$ cat src/rtl/core/prff_pkg.sv
`default_nettype none

package prff_pkg;

    localparam int TGT_W  = 17;
    localparam int REG_W  = 16;
    localparam int NN_W   = TGT_W + REG_W;
    localparam int DD_W   = 2 * REG_W;
    localparam int NUM_W  = 32;
    localparam int DEN_W  = 20;
    localparam int APB_W  = 32;
    localparam int ADDR_W = 4;

    // relative tolerance 1/10000, halved because the remainder tracks twice the error
    localparam int TOL_RECIP = 10000;
    localparam int TOL_HALF  = TOL_RECIP / 2;
    localparam int TOL_W     = $clog2(TOL_HALF + 1);

    localparam logic [REG_W-1:0] LEAD_RST   = 16'd2000;
    localparam logic [REG_W-1:0] STEPS_RST  = 16'd200;
    localparam logic [REG_W-1:0] COUNTS_RST = 16'd1024;

    typedef enum logic [1:0] {
        REG_LEAD   = 2'd0,
        REG_STEPS  = 2'd1,
        REG_COUNTS = 2'd2,
        REG_NONE   = 2'd3
    } t_reg_idx;

    typedef enum logic [3:0] {
        S_IDLE,
        S_PROD,
        S_SCALE,
        S_DIV_S,
        S_DIV_Q,
        S_GCD,
        S_DIV_NUM,
        S_DIV_DEN,
        S_STEP,
        S_MULT,
        S_CMP,
        S_OUT
    } t_state;

endpackage

`default_nettype wire

$ cat src/rtl/core/pitch_ratio_fraction_finder.sv
`default_nettype none

// Pitch ratio fraction finder. For each target thread pitch item the block returns one
// reduced gear ratio numerator/denominator (motor steps per encoder count), worked out
// from N = target * motor steps and D = leadscrew pitch * encoder counts with exact
// integer math. The start value floor(N*SCALE/D)/SCALE (clamped to 32 bits, which sets
// the saturated flag) is reduced by its gcd; then denominators 1..MAX_DENOMINATOR are
// tried in order and the first one whose rounded numerator is within 1/10000 relative
// error replaces it when smaller. A zero N gives 0/1; a zero D gives 0xFFFFFFFF/1 with
// saturated set. All division, modulo and gcd work goes through one shared bit-serial
// divider that retires one quotient bit per cycle, working on a dividend of W bits
// with W = 33 + clog2(SCALE+1) (53 at the default scale). The scan stops at the first
// match or before the start denominator, and goes through a step, a tolerance multiply
// and a compare state for each denominator. The block takes one item at a time and is
// ready again once its result sits in the output register.
module pitch_ratio_fraction_finder #(
    parameter int SCALE           = 1000000,
    parameter int MAX_DENOMINATOR = 10000
) (
    input  wire logic                         i_clk,
    input  wire logic                         i_rst_n,
    // item input
    input  wire logic                         i_in_valid,
    output logic                              o_in_ready,
    input  wire logic [prff_pkg::TGT_W-1:0]   i_target_pitch_um,
    // result output
    output logic                              o_out_valid,
    input  wire logic                         i_out_ready,
    output logic [prff_pkg::NUM_W-1:0]        o_ratio_numerator,
    output logic [prff_pkg::DEN_W-1:0]        o_ratio_denominator,
    output logic                              o_saturated,
    // configuration
    input  wire logic                         psel,
    input  wire logic                         penable,
    input  wire logic                         pwrite,
    input  wire logic [prff_pkg::ADDR_W-1:0]  paddr,
    input  wire logic [prff_pkg::APB_W-1:0]   pwdata,
    output logic [prff_pkg::APB_W-1:0]        prdata,
    output logic                              pready
);

    import prff_pkg::*;

    localparam int DW    = $clog2(MAX_DENOMINATOR + 1);
    localparam int SW    = $clog2(SCALE + 1);
    localparam int DIVW  = NN_W + SW;
    localparam int ND_W  = NN_W + DW;
    localparam int TP_W  = DD_W + TOL_W;
    localparam int CMP_W = (ND_W > TP_W) ? ND_W : TP_W;

    // configuration registers
    logic [REG_W-1:0] r_lead;
    logic [REG_W-1:0] r_steps;
    logic [REG_W-1:0] r_counts;
    t_reg_idx         w_idx;

    // sequencer
    t_state r_state;
    t_state n_state;
    logic   r_issued;

    // operands and intermediate values
    logic [TGT_W-1:0] r_tgt;
    logic [NN_W-1:0]  r_nn;
    logic [DD_W-1:0]  r_dd;
    logic [DIVW-1:0]  r_prod;
    logic [NUM_W-1:0] r_s;
    logic [DD_W-1:0]  r_ga;
    logic [DD_W-1:0]  r_gb;
    logic [NUM_W-1:0] r_num;
    logic [SW-1:0]    r_den;
    logic [NN_W-1:0]  r_qi;
    logic [DD_W-1:0]  r_ri;

    // denominator scan
    logic [DW-1:0]   r_d;
    logic [ND_W-1:0] r_nd;
    logic [ND_W-1:0] r_n;
    logic [DD_W:0]   r_rem;
    logic [TP_W-1:0] r_tolp;

    // result being built and output register
    logic [NUM_W-1:0] r_res_num;
    logic [DEN_W-1:0] r_res_den;
    logic             r_res_sat;
    logic             r_out_valid;
    logic [NUM_W-1:0] r_out_num;
    logic [DEN_W-1:0] r_out_den;
    logic             r_out_sat;

    // shared divider
    logic             w_div_start;
    logic [DIVW-1:0]  w_div_dividend;
    logic [DD_W-1:0]  w_div_divisor;
    logic             w_div_done;
    logic [DIVW-1:0]  w_quot;
    logic [DD_W-1:0]  w_drem;

    // scan helpers
    logic [DD_W+1:0]  w_sum;
    logic             w_carry;
    logic [DD_W-1:0]  w_abs;
    logic             w_ok;
    logic             w_more;
    logic             w_in_acc;
    logic             w_out_acc;
    logic             w_load;
    logic             w_cfg_wr;
    logic [DIVW-1:0]  w_s_clamped;
    logic             w_s_sat;

    assign w_in_acc  = i_in_valid && o_in_ready;
    assign w_out_acc = r_out_valid && i_out_ready;
    assign w_load    = (r_state == S_OUT) && (!r_out_valid || i_out_ready);
    assign w_cfg_wr  = psel && penable && pwrite && pready;
    assign w_idx     = t_reg_idx'(paddr[3:2]);

    // ---------------- configuration port ----------------
    always_ff @(posedge i_clk) begin
        if (!i_rst_n) begin
            r_lead   <= LEAD_RST;
            r_steps  <= STEPS_RST;
            r_counts <= COUNTS_RST;
        end else if (w_cfg_wr) begin
            unique case (w_idx)
                REG_LEAD:   r_lead   <= pwdata[REG_W-1:0];
                REG_STEPS:  r_steps  <= pwdata[REG_W-1:0];
                REG_COUNTS: r_counts <= pwdata[REG_W-1:0];
                default: ;
            endcase
        end
    end

    always_comb begin
        unique case (w_idx)
            REG_LEAD:   prdata = APB_W'(r_lead);
            REG_STEPS:  prdata = APB_W'(r_steps);
            REG_COUNTS: prdata = APB_W'(r_counts);
            default:    prdata = '0;
        endcase
    end

    assign pready = 1'b1;

    // ---------------- shared divider ----------------
    prff_div #(
        .DIVIDEND_W (DIVW),
        .DIVISOR_W  (DD_W)
    ) u_div (
        .i_clk      (i_clk),
        .i_rst_n    (i_rst_n),
        .i_start    (w_div_start),
        .i_dividend (w_div_dividend),
        .i_divisor  (w_div_divisor),
        .o_done     (w_div_done),
        .o_quot     (w_quot),
        .o_rem      (w_drem)
    );

    // clamp of the scaled start numerator to 32 bits
    assign w_s_sat     = (w_quot[DIVW-1:NUM_W] != '0);
    assign w_s_clamped = w_s_sat ? DIVW'({NUM_W{1'b1}}) : w_quot;

    // ---------------- scan arithmetic ----------------
    // remainder of (2*N*d + D) / (2*D) advances by 2*(N mod D) per denominator
    always_comb begin
        w_sum   = (DD_W+2)'(r_rem) + (DD_W+2)'({r_ri, 1'b0});
        w_carry = (w_sum >= (DD_W+2)'({r_dd, 1'b0}));
        // |rem - D| is twice the error |n*D - N*d|
        if (r_rem >= (DD_W+1)'(r_dd)) begin
            w_abs = DD_W'(r_rem - (DD_W+1)'(r_dd));
        end else begin
            w_abs = DD_W'((DD_W+1)'(r_dd) - r_rem);
        end
        w_ok   = (CMP_W'(r_tolp) < CMP_W'(r_nd)) && (r_n[ND_W-1:NUM_W] == '0);
        w_more = (32'(r_d) < 32'(MAX_DENOMINATOR)) && ((32'(r_d) + 32'd1) < 32'(r_den));
    end

    // ---------------- sequencer: next state ----------------
    always_comb begin
        n_state = r_state;
        unique case (r_state)
            S_IDLE:    if (w_in_acc) n_state = S_PROD;
            S_PROD:    n_state = S_SCALE;
            S_SCALE: begin
                if (r_nn == '0 || r_dd == '0) n_state = S_OUT;
                else n_state = S_DIV_S;
            end
            S_DIV_S:   if (w_div_done) n_state = S_DIV_Q;
            S_DIV_Q:   if (w_div_done) n_state = S_GCD;
            S_GCD:     if (r_gb == '0) n_state = S_DIV_NUM;
            S_DIV_NUM: if (w_div_done) n_state = S_DIV_DEN;
            S_DIV_DEN: begin
                if (w_div_done) begin
                    n_state = (w_quot > DIVW'(1)) ? S_STEP : S_OUT;
                end
            end
            S_STEP:    n_state = S_MULT;
            S_MULT:    n_state = S_CMP;
            S_CMP:     n_state = (w_ok || !w_more) ? S_OUT : S_STEP;
            S_OUT:     if (w_load) n_state = S_IDLE;
            default:   n_state = S_IDLE;
        endcase
    end

    // ---------------- sequencer: divider control ----------------
    always_comb begin
        w_div_start    = 1'b0;
        w_div_dividend = r_prod;
        w_div_divisor  = r_dd;
        unique case (r_state)
            S_DIV_S: begin
                w_div_start    = !r_issued;
                w_div_dividend = r_prod;
                w_div_divisor  = r_dd;
            end
            S_DIV_Q: begin
                w_div_start    = !r_issued;
                w_div_dividend = DIVW'(r_nn);
                w_div_divisor  = r_dd;
            end
            S_GCD: begin
                w_div_start    = !r_issued && (r_gb != '0);
                w_div_dividend = DIVW'(r_ga);
                w_div_divisor  = r_gb;
            end
            S_DIV_NUM: begin
                w_div_start    = !r_issued;
                w_div_dividend = DIVW'(r_s);
                w_div_divisor  = r_ga;
            end
            S_DIV_DEN: begin
                w_div_start    = !r_issued;
                w_div_dividend = DIVW'(SCALE);
                w_div_divisor  = r_ga;
            end
            default: ;
        endcase
    end

    // ---------------- control registers ----------------
    always_ff @(posedge i_clk) begin
        if (!i_rst_n) begin
            r_state     <= S_IDLE;
            r_issued    <= 1'b0;
            r_out_valid <= 1'b0;
        end else begin
            r_state <= n_state;
            if (w_div_start) r_issued <= 1'b1;
            else if (w_div_done) r_issued <= 1'b0;
            if (w_load) r_out_valid <= 1'b1;
            else if (w_out_acc) r_out_valid <= 1'b0;
        end
    end

    // ---------------- datapath ----------------
    always_ff @(posedge i_clk) begin
        case (r_state)
            S_IDLE: begin
                if (w_in_acc) r_tgt <= i_target_pitch_um;
            end
            S_PROD: begin
                r_nn <= NN_W'(r_tgt) * NN_W'(r_steps);
                r_dd <= DD_W'(r_lead) * DD_W'(r_counts);
            end
            S_SCALE: begin
                r_prod <= DIVW'(r_nn) * DIVW'(SCALE);
                // zero steps or target: ratio zero
                if (r_nn == '0) begin
                    r_res_num <= '0;
                    r_res_den <= DEN_W'(1);
                    r_res_sat <= 1'b0;
                end else begin
                    // zero pitch or count: infinite ratio, shown as the largest value
                    r_res_num <= '1;
                    r_res_den <= DEN_W'(1);
                    r_res_sat <= 1'b1;
                end
            end
            S_DIV_S: begin
                if (w_div_done) begin
                    r_s       <= NUM_W'(w_s_clamped);
                    r_res_sat <= w_s_sat;
                    r_ga      <= DD_W'(w_s_clamped);
                    r_gb      <= DD_W'(SCALE);
                end
            end
            S_DIV_Q: begin
                if (w_div_done) begin
                    r_qi <= NN_W'(w_quot);
                    r_ri <= w_drem;
                end
            end
            S_GCD: begin
                // one Euclid step per divide
                if (w_div_done) begin
                    r_ga <= r_gb;
                    r_gb <= w_drem;
                end
            end
            S_DIV_NUM: begin
                if (w_div_done) r_num <= NUM_W'(w_quot);
            end
            S_DIV_DEN: begin
                if (w_div_done) begin
                    r_den     <= SW'(w_quot);
                    r_res_num <= r_num;
                    r_res_den <= DEN_W'(w_quot);
                    r_d       <= '0;
                    r_nd      <= '0;
                    r_n       <= '0;
                    r_rem     <= (DD_W+1)'(r_dd);
                end
            end
            S_STEP: begin
                r_d   <= r_d + DW'(1);
                r_nd  <= r_nd + ND_W'(r_nn);
                r_n   <= r_n + ND_W'(r_qi) + ND_W'(w_carry);
                r_rem <= w_carry ? (DD_W+1)'(w_sum - (DD_W+2)'({r_dd, 1'b0}))
                                 : (DD_W+1)'(w_sum);
            end
            S_MULT: begin
                r_tolp <= TP_W'(w_abs) * TP_W'(TOL_HALF);
            end
            S_CMP: begin
                // first match is already in lowest terms and below the start denominator
                if (w_ok) begin
                    r_res_num <= NUM_W'(r_n);
                    r_res_den <= DEN_W'(r_d);
                end
            end
            S_OUT: begin
                if (w_load) begin
                    r_out_num <= r_res_num;
                    r_out_den <= r_res_den;
                    r_out_sat <= r_res_sat;
                end
            end
            default: ;
        endcase
    end

    assign o_in_ready          = (r_state == S_IDLE);
    assign o_out_valid         = r_out_valid;
    assign o_ratio_numerator   = r_out_num;
    assign o_ratio_denominator = r_out_den;
    assign o_saturated         = r_out_sat;

    // ---------------- checks ----------------
    // the divider only finishes while the sequencer waits on it
    a_div_done_in_wait: assert property (@(posedge i_clk) disable iff (!i_rst_n)
        w_div_done |-> (r_state == S_DIV_S || r_state == S_DIV_Q || r_state == S_GCD ||
                        r_state == S_DIV_NUM || r_state == S_DIV_DEN))
        else $error("divider finished outside a divide state");

    // an accepted item starts the product stage
    a_accept_starts: assert property (@(posedge i_clk) disable iff (!i_rst_n)
        w_in_acc |=> (r_state == S_PROD))
        else $error("accepted item did not start the sequence");

    // the scan never compares a denominator outside 1..MAX_DENOMINATOR
    a_scan_range: assert property (@(posedge i_clk) disable iff (!i_rst_n)
        (r_state == S_CMP) |-> (r_d != '0 && 32'(r_d) <= 32'(MAX_DENOMINATOR)))
        else $error("scan denominator out of range");

endmodule

`default_nettype wire

$ cat src/rtl/core/prff_div.sv
`default_nettype none

module prff_div #(
    parameter int DIVIDEND_W = 64,
    parameter int DIVISOR_W  = 32
) (
    input  wire logic                  i_clk,
    input  wire logic                  i_rst_n,
    input  wire logic                  i_start,
    input  wire logic [DIVIDEND_W-1:0] i_dividend,
    input  wire logic [DIVISOR_W-1:0]  i_divisor,
    output logic                       o_done,
    output logic [DIVIDEND_W-1:0]      o_quot,
    output logic [DIVISOR_W-1:0]       o_rem
);

    localparam int CNT_W = $clog2(DIVIDEND_W + 1);

    logic                  r_busy;
    logic                  r_done;
    logic [CNT_W-1:0]      r_cnt;
    logic [DIVIDEND_W-1:0] r_quot;
    logic [DIVISOR_W-1:0]  r_rem;
    logic [DIVISOR_W-1:0]  r_div;

    logic [DIVISOR_W:0] w_sh;
    logic [DIVISOR_W:0] w_diff;
    logic               w_ge;

    // one restoring step: shift in the next dividend bit, subtract when it fits
    always_comb begin
        w_sh   = {r_rem, r_quot[DIVIDEND_W-1]};
        w_ge   = (w_sh >= {1'b0, r_div});
        w_diff = w_sh - {1'b0, r_div};
    end

    always_ff @(posedge i_clk) begin
        if (!i_rst_n) begin
            r_busy <= 1'b0;
            r_done <= 1'b0;
            r_cnt  <= '0;
        end else begin
            r_done <= 1'b0;
            if (i_start) begin
                r_busy <= 1'b1;
                r_cnt  <= CNT_W'(DIVIDEND_W);
            end else if (r_busy) begin
                r_cnt <= r_cnt - CNT_W'(1);
                if (r_cnt == CNT_W'(1)) begin
                    r_busy <= 1'b0;
                    r_done <= 1'b1;
                end
            end
        end
    end

    always_ff @(posedge i_clk) begin
        if (i_start) begin
            r_quot <= i_dividend;
            r_rem  <= '0;
            r_div  <= i_divisor;
        end else if (r_busy) begin
            r_quot <= {r_quot[DIVIDEND_W-2:0], w_ge};
            r_rem  <= w_ge ? w_diff[DIVISOR_W-1:0] : w_sh[DIVISOR_W-1:0];
        end
    end

    assign o_done = r_done;
    assign o_quot = r_quot;
    assign o_rem  = r_rem;

endmodule

`default_nettype wire
$ cat config.mk
export PLATFORM = sky130hd
export DESIGN_NAME = pitch_ratio_fraction_finder
export DESIGN_NICKNAME = d
export VERILOG_FILES = /design/src/rtl/core/prff_pkg.sv /design/src/rtl/core/pitch_ratio_fraction_finder.sv /design/src/rtl/core/prff_div.sv
export SDC_FILE = /design/constraint.sdc
export NUM_CORES = 2
export LEC_CHECK = 0
export ABC_AREA = 1
export BUFFER_PORTS_ARGS = -buffer_cell sky130_fd_sc_hd__buf_2
export CAP_MARGIN = 30
export CORE_MARGIN = 2
export CORE_UTILIZATION = 25
export CTS_BUF_LIST = sky130_fd_sc_hd__clkbuf_8 sky130_fd_sc_hd__clkbuf_16
export DETAILED_ROUTE_END_ITERATION = 8
export GPL_TIMING_DRIVEN = 0
export PLACE_DENSITY_LB_ADDON = 0.08
export SYNTH_ARGS = -nofsm -noshare
export SYNTH_HDL_FRONTEND = slang
export SYNTH_SLANG_ARGS = --single-unit
$ cat constraint.sdc
create_clock -name i_clk -period 9 [get_ports i_clk]
set_clock_uncertainty 0.1 [all_clocks]
set_input_delay 0.45 -clock i_clk [delete_from_list [all_inputs] [get_ports i_clk]]
set_output_delay 0.45 -clock i_clk [all_outputs]
set_load 0.01 [all_outputs]
; Word level (Yosys, flattened, before mapping)
; Index checks and enable logic that the tools add are counted.
[op_classes]
add_sub_neg = 11
n_mul = 4
magnitude_cmp = 7
eq_ne = 23
mux = 54
n_bitwise = 2
reduce_logical = 47
[ops]
columns = cell, n
row1 = two-way mux 32 bit, 10
row2 = one-hot mux 53 bit (4 select lines), 1
row3 = one-hot mux 32 bit (2 select lines), 3
row4 = one-hot mux 47 bit (2 select lines), 2
row5 = two-way mux 53 bit, 2
row6 = one-hot mux 32 bit (3 select lines), 1
row7 = subtractor 32 bit, 3
row8 = adder 47 x 33 -> 47 bit, 2
row9 = greater-or-equal comparator 33 x 32 -> 1 bit, 2
row10 = two-way mux 33 bit, 2
row11 = one-hot mux 33 bit (2 select lines), 1
row12 = logical NOT 32 bit, 2
row13 = one-hot mux 20 bit (3 select lines), 1
row14 = "greater-than comparator 53 x 1 -> 1 bit, second input constant", 1
row15 = one-hot mux 16 bit (3 select lines), 1
row16 = one-hot mux 4 bit (12 select lines), 1
row17 = adder 47 x 1 -> 47 bit, 1
row18 = < comparator 45 x 47 -> 1 bit, 1
row19 = "multiplier 33 x 14 -> 47 bit, second input constant", 1
row20 = two-way mux 47 bit, 1
row21 = "multiplier 32 x 10 -> 42 bit, second input constant", 1
row22 = two-way mux 20 bit, 2
row23 = adder 33 x 33 -> 34 bit, 1
row24 = greater-or-equal comparator 34 x 33 -> 1 bit, 1
row25 = other kinds (42), 104
[totals]
ff_bits = 810
in_bits = 60
out_inout_bits = 88
wordCells = 183

; Depth between registers and ports, before layout
[logic_depth]
word_depth = 7
mapped_depth = 42
depth_no_buf = 40

; Hierarchy
; From an unflattened synthesis, not the netlist that was laid out.
[unflattened]
hier_cells = 9657
area_unflattened_um2 = 79133.4
[modules_own_cells]
columns = module, n_inst, cells_per_inst, area_per_inst_um2, seq_area_each_um2
row1 = pitch_ratio_fraction_finder, 1, 8550, 71213.3, 20029.2
row2 = prff_div, 1, 1107, 7920.1, 3353.2

; Worst setup path before layout
; OpenSTA, ideal clock, no wires.
[synth_path]
path_kind = reg-to-reg
from = register r_rem[2]
to = register r_tolp[44], data pin
setup_ps = 258
arrival_time_ps = 5653
required_ps = 8642
setup_slack_ps = 2989
stages_incl_launch_ff = 32
n_path_buf = 3
period_less_slack_ps = 6011
cell_sequence = edfxtp_1 > ha_1 > buf_2 > nand2_1 > nor2_1 > nand2_1 > nor3_2 > nor2_1 > nand2_2 > nand3_4 > nand2_8 > buf_6 > buf_4 > nand2_1 > nand2_1 > inv_2 > fa_1 > inv_1 > ha_1 > fa_1 > ha_1 > inv_1 > fa_1 > inv_1 > ha_1 > nand2_1 > nor2_1 > inv_1 > nor4_1 > o21ai_0 > nand3_1 > xor2_1
[synth_via]
elab_chain_len = 3
word_cells_on_any_way = 5
classes_between = add/sub: 2 / mul: 1 / order compare: 1 / mux: 1
[synth_lines]
columns = item, line
row1 = start: declaration, pitch_ratio_fraction_finder.sv:79  ; logic [DD_W:0] r_rem;
row2 = start signal: assignment, pitch_ratio_fraction_finder.sv:312  ; r_rem <= (DD_W+1)'(r_dd);
row3 = start signal: assignment, pitch_ratio_fraction_finder.sv:319  ; r_rem <= w_carry ? (DD_W+1)'(w_sum - (DD_W+2)'({r_dd, 1'b0}))
row4 = "subtractor 32 bit, or another cell as far along", pitch_ratio_fraction_finder.sv:173  ; w_abs = DD_W'((DD_W+1)'(r_dd) - r_rem);
row5 = two-way mux 32 bit *, pitch_ratio_fraction_finder.sv:170  ; if (r_rem >= (DD_W+1)'(r_dd)) begin
row6 = multiplier 32 x 10 -> 42 bit *, pitch_ratio_fraction_finder.sv:323  ; r_tolp <= TP_W'(w_abs) * TP_W'(TOL_HALF);
row7 = end signal: assignment, pitch_ratio_fraction_finder.sv:323
row8 = end: declaration, pitch_ratio_fraction_finder.sv:80  ; logic [TP_W-1:0] r_tolp;
; Mark *: on every way between the ends. The rest lies on a longest branch, timed or not.
; A chain may end at the register's enable or synchronous reset.

; Worst setup path in the final report
[layout_path]
from = register r_rem[1]
to = register r_n[29], data pin
[layout_via]
elab_chain_len = 4
[layout_lines]
columns = item, line
row1 = adder 33 x 33 -> 34 bit, pitch_ratio_fraction_finder.sv:167  ; w_sum = (DD_W+2)'(r_rem) + (DD_W+2)'({r_ri, 1'b0});
row2 = greater-or-equal comparator 34 x 33 -> 1 bit, pitch_ratio_fraction_finder.sv:168  ; w_carry = (w_sum >= (DD_W+2)'({r_dd, 1'b0}));
row3 = adder 47 x 1 -> 47 bit, pitch_ratio_fraction_finder.sv:318  ; r_n <= r_n + ND_W'(r_qi) + ND_W'(w_carry);
row4 = one-hot mux 47 bit (2 select lines), pitch_ratio_fraction_finder.sv:258  ; case (r_state)
row5 = end signal: assignment, pitch_ratio_fraction_finder.sv:318
row6 = end: declaration, pitch_ratio_fraction_finder.sv:78  ; logic [ND_W-1:0] r_n;
; No other way between the ends.

==> flow_summary.toml <==
[worst_setup_path]
slowest_delay_ns = 0.58
cp_max_fo = 10
cp-endpoint = "r_n[29]"
reg2reg_slack_ns = 0.49
reg2reg_from = "r_rem[1]"
cpMostUsedCell = "nand2_1"
cp_slowest_cell = "o21ai_0"
startpoint_type = "flip-flop"
cp.required_ns = 9.42
worst_r2r_path_depth = 34
end_kind = "flip-flop"
reg2reg_to = "r_n[29]"
path_class = "reg2reg"
crit_start = "r_rem[1]"
crit_arrival_ns = 8.93

[floorplanning]
io_pins = 148
initial_core_util = 0.251
rows = 207
fp.dieW_um = 570
die_height_um = 570
core_mm2 = 0.318
dieArea_mm2 = 0.324

[routing]
drc = 0
vias = 67100
postRouteAntennaNets = 0
wirelength_mm = 310
drt_iter0_markers = 4523
drt_pass1_iterations = 6
via_per_inst = 4.60
post_drt_wl_per_cell_um = 21.2

[cells_and_area]
drive_gt1_frac = 0.0454
layout.nets = 11800
area_growth_pct = 13.8

[clock_network]
clkSlewWorstSetupHoldPaths_ns = 0.06
clock-sinks = 810
insertion_delay_ns = 0.76
cts_max_path_buffers = 3
cts_tree = "yes"
cts_max_level = 3
root_buffer = "clkbuf_16"
post_cts_buffers = 0
cts-buffers-inserted = 104

[global_routing]
grt_pass1_vias = 69000
grt_overflow_total = 0
grt_max_degree = 49
grtUsageTotal = 0.189
antenna_found_initial = 14
grt_pass1_wl_mm = 458

[sta]
setup_tns_ns = 0
fmaxAchievable_mhz = 118
layout_setup_ws_ns = 0.491
drv_slew = 0
timing.final.crit_period_ns = 8.51
relSlewSlack = 0.299
tightest_slew_ns = 1.05
fin_crit_sh = 0.945
rsz0062_at_grt = "no"
hold_viol_final = 0
setup_violations = 0
holdWs_ns = 0.0691

[yosys]
syn_inst = 9999
synthFlopType = "edfxtp_1"
yosysUniqueCellTypes = 58
yosys_warnings = 0
synth_top_area_share = 0.269
synth_edf_count = 716
ys_seq_area_frac = 0.292
synthTopCellsByArea = "edfxtp_1 (27%), fa_1 (15%), ha_1 (13%), nand2_1 (12%), inv_1 (9.0%)"
netlist_area_mm2 = 0.0800
avgSynthCellArea_um2 = 8.00
synth_area_leader_cell = "edfxtp_1"
ys_seq_elements = 810
synth_async_sr_flop_share = 0

[status]
status = "finished clean"

[placed_design]
dp_slack_ns = 0.340
io_buffer_count = 111
place_congestion = 0.920
detailed_place_hpwl_mm = 264

[min_path]
hold_path_class = "in2reg"

[run]
maxCapViolCount = 0
area by class of cell:
cell class / count / area, um2
fillers: 34800 / 227000
multi-input cells: 7005 / 48300
flip-flops and latches: 810 / 23400
inverters: 1923 / 7220
well taps: 4180 / 5230
clock buffers: 110 / 2740
repair buffers: 206 / 2050
plain buffers: 276 / 1180
clock inverters: 88 / 862
diodes: 6 / 15.0
how the worst min path moves through the flow:
stage                  start  slack (ns)  depth (start not counted)                      end
2_1_floorplan   r_res_den[0]        0.30                          0   o_ratio_denominator[0]
3_3_place_gp   r_res_num[16]        0.31                          0    o_ratio_numerator[16]
3_5_place_dp   r_res_den[14]        0.30                          0  o_ratio_denominator[14]
4_1_cts              i_rst_n        0.03                          3                r_lead[3]
5_1_grt              i_rst_n        0.07                          3                r_lead[5]
6_report             i_rst_n        0.07                          3                r_lead[3]
critical path, delay by kind of cell, from the launching register on:
family / cells / cell delay (ns)
adder cells (fa/ha/maj): 4 / 1.67
AND/OR/NAND/NOR: 21 / 3.02
buffers and inverters: 4 / 0.98
flip-flops: 1 / 0.51
XOR/XNOR: 1 / 0.41
AO/OA/AOI/OAI: 4 / 1.58
stage by stage:
step / instance area [um2] / std cells / utilization
finish: 91000 / 14600 / 0.286
global route: 91000 / 14600 / 0.286
CTS: 90900 / 14600 / 0.286
detailed placement: 87000 / 14400 / 0.274
global placement: 85800 / 14300 / 0.270
floorplan: 80000 / 10000 / -
cell usage in the layout, fill, tap and decap left out, drive strengths merged, types with 9 or more instances in the layout:
cell type	instances
a21boi	23
a21o	36
a21oi	533
a31oi	48
buf	243
bufinv	11
clkbuf	315
clkinv	45
clkinvlp	9
conb	17
dfxtp	94
dlygate4sd3	34
edfxtp	716
fa	614
ha	799
inv	1946
nand2	2484
nand3	491
nand3b	20
nand4	70
nor2	831
nor3	64
nor4	36
o2111ai	20
o211ai	28
o21a	32
o21ai	458
o21bai	63
o221ai	43
o22ai	13
or2	11
xnor2	69
xor2	172
logic make-up after synthesis:
kind of cell,share of synthesized area
adders and majority gates,0.279
other,0.0000939
DFF,0.292
buffers and inverters,0.105
xor gates and xnor gates,0.0264
and+or+nand+nor,0.204
AOI/OAI and AO/OA,0.0930
timing repair:
item | 4_1_cts | 5_1_grt
setup endpoints to repair | 0 | 4
hold endpoints to repair | 65 | 0
resized for setup | 0 | 3
hold buffers | 34 | 0
layer usage:
layer	vias up	global-route usage	routed length [um]
li1	32600	-	-
met1	32900	0.266	149000
met2	1352	0.314	143000
met3	274	0.0161	10900
met4	2	0.0415	7240
met5	-	0	13
flip-flops by register name (all words and copies together) (netlist names), 17 cells and up:
signal,count
r_rem,33
o_ratio_numerator,32
r_tgt,17
r_gb,32
u_div.o_quot,53
r_num,32
r_res_num,32
r_prod,47
u_div.o_rem,32
r_qi,33
r_nn,33
r_tolp,42
o_ratio_denominator,20
r_nd,47
r_s,32
r_res_den,20
r_ga,32
r_dd,32
r_ri,32
r_n,47
r_den,20
u_div.r_div,32
cells in the mapped netlist, types with 23 or more instances:
cell type and n:
o21ai_0 453, a31oi_1 48, nor4_1 36, nand2_1 2457, o221ai_1 43, inv_1 1914, xnor2_1 69, buf_1 24
nand2_2 26, ha_1 799, edfxtp_1 716, a21oi_1 532, xor2_1 172, fa_1 614, a21o_1 36, o21bai_1 55
dfxtp_1 94, clkbuf_1 201, nand4_1 70, nand3_1 487, nor3_1 63, o211ai_1 28, nor2_1 823, o21a_1 32
a21boi_0 23
Power is left out: the tool's default activity adds up to more than one toggle a clock period on the data nets, which glitch-free logic cannot reach.
